$ cat src/sv/pauli_rotation_pair_update_defines.svh
// Assertion macros for the Pauli rotation pair update block.
`ifndef PAULI_ROTATION_PAIR_UPDATE_DEFINES_SVH
`define PAULI_ROTATION_PAIR_UPDATE_DEFINES_SVH

`ifndef NO_ASSERTIONS

// Antecedent implies consequent in the same cycle (consequent may carry a delay).
`define PRPU_ASSERT_IMPLIES(label, clk_sig, rst_n_sig, ante, cons) \
	label: assert property (@(posedge clk_sig) disable iff (!rst_n_sig) \
		(ante) |-> cons) else $error("prpu assertion failed");

// Antecedent implies consequent in the following cycle.
`define PRPU_ASSERT_NEXT(label, clk_sig, rst_n_sig, ante, cons) \
	label: assert property (@(posedge clk_sig) disable iff (!rst_n_sig) \
		(ante) |=> (cons)) else $error("prpu assertion failed");

`else

`define PRPU_ASSERT_IMPLIES(label, clk_sig, rst_n_sig, ante, cons)
`define PRPU_ASSERT_NEXT(label, clk_sig, rst_n_sig, ante, cons)

`endif

`endif

$ cat src/sv/prpu_pkg.sv
// Shared constants, types and register codes of the Pauli rotation pair update block.
package prpu_pkg;

	localparam int QUBITS     = 20;
	localparam int AMP_WIDTH  = 32;
	localparam int FRAC_BITS  = AMP_WIDTH - 3;
	localparam int PROD_WIDTH = 2 * AMP_WIDTH;
	localparam int SUM_WIDTH  = PROD_WIDTH + 2;
	localparam int IDX_WIDTH  = QUBITS - 1;
	localparam int CFG_IDX_WIDTH  = 2;
	localparam int CFG_DATA_WIDTH = (AMP_WIDTH > QUBITS) ? AMP_WIDTH : QUBITS;

	typedef logic [QUBITS-1:0]           addr_t;
	typedef logic [IDX_WIDTH-1:0]        idx_t;
	typedef logic signed [AMP_WIDTH-1:0] amp_t;
	typedef logic [1:0]                  phase_t;

	typedef enum logic [CFG_IDX_WIDTH-1:0] {
		REG_X_MASK   = 2'd0,
		REG_Z_MASK   = 2'd1,
		REG_COS_HALF = 2'd2,
		REG_SIN_HALF = 2'd3
	} reg_index_t;

	// Addressing and phase control of one pair.
	typedef struct packed {
		addr_t  addr_a;
		addr_t  addr_b;
		phase_t phase_a;
		phase_t phase_b;
		logic   diag;
	} pair_ctl_t;

endpackage

$ cat src/sv/prpu_addr.sv
// Basis address and phase code generation for one amplitude pair.
module prpu_addr (
	input  prpu_pkg::idx_t    pair_index,
	input  prpu_pkg::addr_t   x_mask,
	input  prpu_pkg::addr_t   z_mask,
	output prpu_pkg::pair_ctl_t ctl
);

	localparam int CNT_WIDTH = $clog2(prpu_pkg::QUBITS + 1);

	prpu_pkg::addr_t      smear;
	prpu_pkg::addr_t      low_mask;
	prpu_pkg::addr_t      a;
	prpu_pkg::addr_t      b;
	logic [CNT_WIDTH-1:0] cnt;
	prpu_pkg::phase_t     g;
	logic                 diag;
	logic                 par_a;
	logic                 par_b;

	// Smear the highest set bit of the X mask down to bit zero.
	always_comb begin
		smear = x_mask;
		for (int j = 0; j < 6; j++) begin
			smear = smear | (smear >> (1 << j));
		end
	end

	assign low_mask = smear >> 1;
	assign diag     = (x_mask == '0);

	// Insert a zero at the X mask's top bit; with an empty mask this is 2k.
	assign a = ({pair_index, 1'b0} & ~smear) | ({1'b0, pair_index} & low_mask);
	assign b = diag ? (a | prpu_pkg::addr_t'(1)) : (a ^ x_mask);

	assign par_a = ^(a & z_mask);
	assign par_b = ^(b & z_mask);
	assign cnt   = CNT_WIDTH'($countones(x_mask & z_mask));
	assign g     = cnt[1:0];

	always_comb begin
		ctl.addr_a = a;
		ctl.addr_b = b;
		ctl.diag   = diag;
		if (diag) begin
			ctl.phase_a = par_a ? 2'd3 : 2'd1;
			ctl.phase_b = par_b ? 2'd3 : 2'd1;
		end else begin
			ctl.phase_a = 2'd1 - g - {par_a, 1'b0};
			ctl.phase_b = 2'd1 - g - {par_b, 1'b0};
		end
	end

endmodule

$ cat config.mk
export PLATFORM = sky130hd
export DESIGN_NAME = prpu_addr
export DESIGN_NICKNAME = d
export VERILOG_FILES = /design/src/sv/pauli_rotation_pair_update_defines.svh /design/src/sv/prpu_pkg.sv /design/src/sv/prpu_addr.sv
export SDC_FILE = /design/constraint.sdc
export NUM_CORES = 1
export LEC_CHECK = 0
export ABC_AREA = 0
export BUFFER_PORTS_ARGS = -buffer_cell sky130_fd_sc_hd__buf_2
export CORE_UTILIZATION = 30
export DETAILED_ROUTE_END_ITERATION = 7
export SLEW_MARGIN = 40
export SYNTH_ARGS = -nofsm -noshare
export SYNTH_HDL_FRONTEND = slang
export SYNTH_SLANG_ARGS = --single-unit
$ cat constraint.sdc
create_clock -name vclk -period 13.9
set_input_delay 0.695 -clock vclk [all_inputs]
set_output_delay 0.695 -clock vclk [all_outputs]
set_load 0.02 [all_outputs]
==> reports/metrics.yaml, run 1 <==
status: "complete, no violations"
dieArea_sq_um: 6936
crit_fanout: 8
syn_area_sq_um: 1982
nNetsFinal: 428
synth_xor_area_share_pct: 29.99
die_x_microns: 83.28
cp.buffers_inverters: 4
drt_wl_total_microns: 5940
cts_resized: 0
area_growth_pct: 28.54
track_usage_pct: 16.64
max_slew_margin_pct: 52.36
fillers: 684
finalHoldViolCount: 0
period_share_pct: 46.01
grt_pass1_wl_microns: 9708
switching_share_pct: 49.51
antenna_found_initial: 0
combPwrFrac_pct: 100.0
drv_cap: 0
grt_max_degree: 16
drt_iter0_drc: 98
switchingPower_mw: 0.1279
netlist_top_cells_area: "xnor2_1 14%, fa_1 8.1%, xnor3_1 8.0%, xor2_1 7.1%, nand2_1 6.4%"
drc: 0
setup_viol: 0
synth_compound_area_share_pct: 16.16
fin_tns_setup_ps: 0
synth-seq-area-share_pct: 0
row_count: 29
viasPerCell: 4.979
vdd_ir_drop_max_mv: 0.1218
syn_area_per_cell_sq_um: 7.565
final_common_cell: "buf_2"
hold_class: "in2out"
worstPathRequired_ps: 13200
rsz0062_at_grt: "no"
critical_path.max_stage_delay_ps: 520
drv_slew: 0
finalPower_mw: 0.2583
synth-simple-area-share_pct: 32.95
gr-total-overflow: 0
crit_slowest_cell: "fa_1"
worst_slew_pin_slew_ps: 708.1
cts_hold_buf: 0
start_kind: "input port"
synthAdderAreaFrac_pct: 9.975
seq_cells: 0
p_leak_nw: 1.219
synth.area.mux_share_pct: 5.492
crit_type: "in2out"
synth_top_family_by_area: "simple AND/OR/NAND/NOR gates"
fmax_mhz: 156.4
post-cts-setup-buffers: 0
hpwl_microns: 5224
power-per-cell-area_nw_per_um2: 101.4
dr.pass1.iters: 4
most-common-layout-cells: "104 x buf_2, 34 x nand2_1, 32 x xnor2_1"
path_delay_family: "adder cells"
path_cells: "buf_2, and2_1, fa_1, fa_1, inv_1, fa_1, inv_1, fa_1, ha_1, fa_1, xnor2_1, xnor2_1, xnor2_1, xnor2_1, nor2_1, xnor3_1, xnor3_1, xnor3_1, buf_2"
fin_util_pct: 40.12
drtAntennaViolNets: 0
yosysTopAreaCell: "xnor2_1"
drive_gt1_share_pct: 35.11
seqPwrFrac_pct: 0
syn-num-nets: 332
clkbuf_count: 0
core_sq_um: 6350
routedWlPerCell_microns: 13.72
yosysUniqueCellTypes: 52
ios: 104
min_period_ps: 6395
clock_power_share_pct: 0
antennaDiodeCount: 0
die_height_microns: 83.28
synthCells: 262
p_int_mw: 0.1304
startpoint: "x_mask[6]"
gp_congestion: 0.8770
synth_top_area_share_pct: 14.14
start_util_pct: 31.21
crit_arrival_ps: 5700
via_count: 2156
worst_setup_path_end_kind: "primary output"
io_buffers: 104
yosysWarnings: 0
hold_start: "pair_index[12]"
seqCellArea_sq_um: 0
grt_pass1_vias: 2030
crit_top_cell: "fa_1"
stage by stage:
stage | hold WS [ps] | setup slack (ps) | cell area, sq um | cells
final | 1717 | 7505 | 2547 | 433
after global routing | 1743 | 7186 | 2547 | 433
after CTS | 1724 | 7482 | 2547 | 433
after detailed placement | 1724 | 7492 | 2547 | 433
after global placement | 1731 | 7559 | 2547 | 433
after floorplan | 1508 | 7683 | 1982 | 262
routing by layer:
metal  vias up  part of all wire (%)  global-route usage (%)
met4         0                  0.56                  0.7837
met2        58                    48                   29.73
met1       991                    48                   23.10
li1       1105                     -                       -
met5         -                     0                       0
met3         2                   3.8                  0.8946
power groups by stage:
| stage | Clock, mW | Combinational, mW | Sequential (mW) |
|---|---|---|---|
| after floorplan | 0 | 0.199 | 0 |
| after global placement | 0 | 0.258 | 0 |
| after detailed placement | 0 | 0.260 | 0 |
| after CTS | 0 | 0.261 | 0 |
| after global routing | 0 | 0.281 | 0 |
| final | 0 | 0.258 | 0 |
final timing paths:
check	to	slack, ps	cells after the start
worst max-delay path	ctl[2]	7510	19
worst min-delay path	ctl[17]	1720	3
Yosys cell counts, types with 3 or more instances:
cell,instances
nor3_1,4
nor2_1,9
mux2i_1,6
nor4_1,4
or2_2,5
clkbuf_1,6
o21ai_0,14
mux2_2,3
o41ai_2,3
and2_1,19
nand4_1,5
o211ai_1,3
fa_1,8
xnor3_1,7
nand2b_1,6
ha_1,3
nand2_1,34
a31oi_1,3
inv_1,13
xor2_1,16
nor2b_1,7
a21oi_1,4
xnor2_1,32
nand3_1,9
o31ai_1,4
tightest hold or removal path: cells and delay by family:
family | cells | cell delay (ps)
AO/OA/AOI/OAI | 1 | 70
buffers and inverters | 2 | 260
cell families (layout without fill, tap and decap cells):
family	count (synthesis)	after routing
muxes	10	10
adders and majority gates	11	11
AOI/OAI and AO/OA	44	44
and+or+nand+nor	117	117
xor gates and xnor gates	56	56
buffers and inverters	24	118
cell type report:
cell class | count | area [sq um] | share of cell area (%)
inverters | 13 | 48.80 | 1.916
repair buffers | 105 | 528.0 | 20.73
well taps | 77 | 96.34 | 3.782
multi-input cells | 238 | 1874 | 73.58
(Power assumes the default switching activity.)
==> run 2: changes to the inputs <==
clock period = 6.6 ns   (was 13.9 ns; I/O delays follow)
==> reports/metrics.yaml, run 2 (synthesis gave the netlist of run 1 again) <==
status: "complete, no violations"
crit_slowest_cell: "fa_1"
critical_path.max_stage_delay_ps: 530
viasPerCell: 5.076
finalHoldViolCount: 0
path_delay_family: "adder cells"
fin_cells: 433
min_period_ps: 5650
p_leak_nw: 1.219
cp.buffers_inverters: 4
hold_class: "in2out"
ios: 104
post-cts-setup-buffers: 0
seq_cells: 0
worst_setup_path_end_kind: "primary output"
nNetsFinal: 428
seqCellArea_sq_um: 0
drv_slew: 0
antenna_found_initial: 0
crit_arrival_ps: 5320
start_kind: "input port"
hpwl_microns: 5222
path_cells: "buf_2, and2_1, fa_1, fa_1, inv_1, fa_1, inv_1, fa_1, ha_1, fa_1, xnor2_1, xnor2_1, xnor2_1, xnor2_1, nor2_1, xnor3_1, xnor3_1, xnor3_1, buf_2"
antennaDiodeCount: 0
row_count: 29
power-per-cell-area_nw_per_um2: 213.2
worstPathRequired_ps: 6270
crit_fanout: 8
cts_hold_buf: 0
gp_congestion: 0.8774
area_growth_pct: 28.54
crit_top_cell: "fa_1"
track_usage_pct: 17.00
fin_tns_setup_ps: 0
grt_pass1_vias: 2060
crit_type: "in2out"
dp_cells: 433
routedWlPerCell_microns: 13.72
worst_slew_pin_slew_ps: 638.4
clkbuf_count: 0
max_slew_margin_pct: 56.34
dieArea_sq_um: 6936
drive_gt1_share_pct: 35.11
die_height_microns: 83.28
fillers: 691
io_buffers: 104
drc: 0
period_share_pct: 85.61
cts_resized: 0
vdd_ir_drop_max_mv: 0.2437
gr-total-overflow: 0
core_sq_um: 6350
final_common_cell: "buf_2"
via_count: 2198
start_util_pct: 31.21
drt_iter0_drc: 72
drv_cap: 0
setup_viol: 0
drtAntennaViolNets: 0
fmax_mhz: 177.0
dr.pass1.iters: 4
die_x_microns: 83.28
rsz0062_at_grt: "no"
drt_wl_total_microns: 5939
grt_max_degree: 16
most-common-layout-cells: "104 x buf_2, 34 x nand2_1, 32 x xnor2_1"
grt_pass1_wl_microns: 9922
multi_input_area_sq_um: 1874
[run 2: through the flow]
step,area [sq um],hold slack (ps),utilization [%],power [mW],setup slack [ps]
detailed placement,2547,992.7,40.12,0.5480,910.5
global placement,2547,1002,40.12,0.5424,989.0
finish,2547,985.9,40.12,0.5432,949.7
CTS,2547,993.2,40.12,0.5493,916.7
global route,2547,1015,40.12,0.5929,637.5
floorplan,1982,778.3,-,0.4199,1113
[run 2: final cells by class]
| class | count | area share [%] |
|---|---|---|
| Timing Repair Buffer | 105 | 20.73 |
| Tap cell | 77 | 3.782 |
| Multi-Input combinational cell | 238 | 73.58 |
| Inverter | 13 | 1.916 |
[run 2: layer usage]
layer | track usage, % | vias up | wire length [microns]
li1 | - | 1111 | -
met1 | 23.69 | 1011 | 2807
met2 | 30.18 | 72 | 2830
met3 | 0.8946 | 4 | 264
met4 | 0.9404 | 0 | 36
met5 | 0 | - | 0
[run 2: path summary, 6_finish.rpt]
path,startpoint,endpoint,slack (ps),cells past startpoint
worst max-delay path,x_mask[6],ctl[2],950,19
worst min-delay path,pair_index[12],ctl[17],990,3
[run 2: where the power goes]
part | internal, mW | switching [mW]
Combinational | 0.275 | 0.268
Sequential | 0 | 0
Clock | 0 | 0
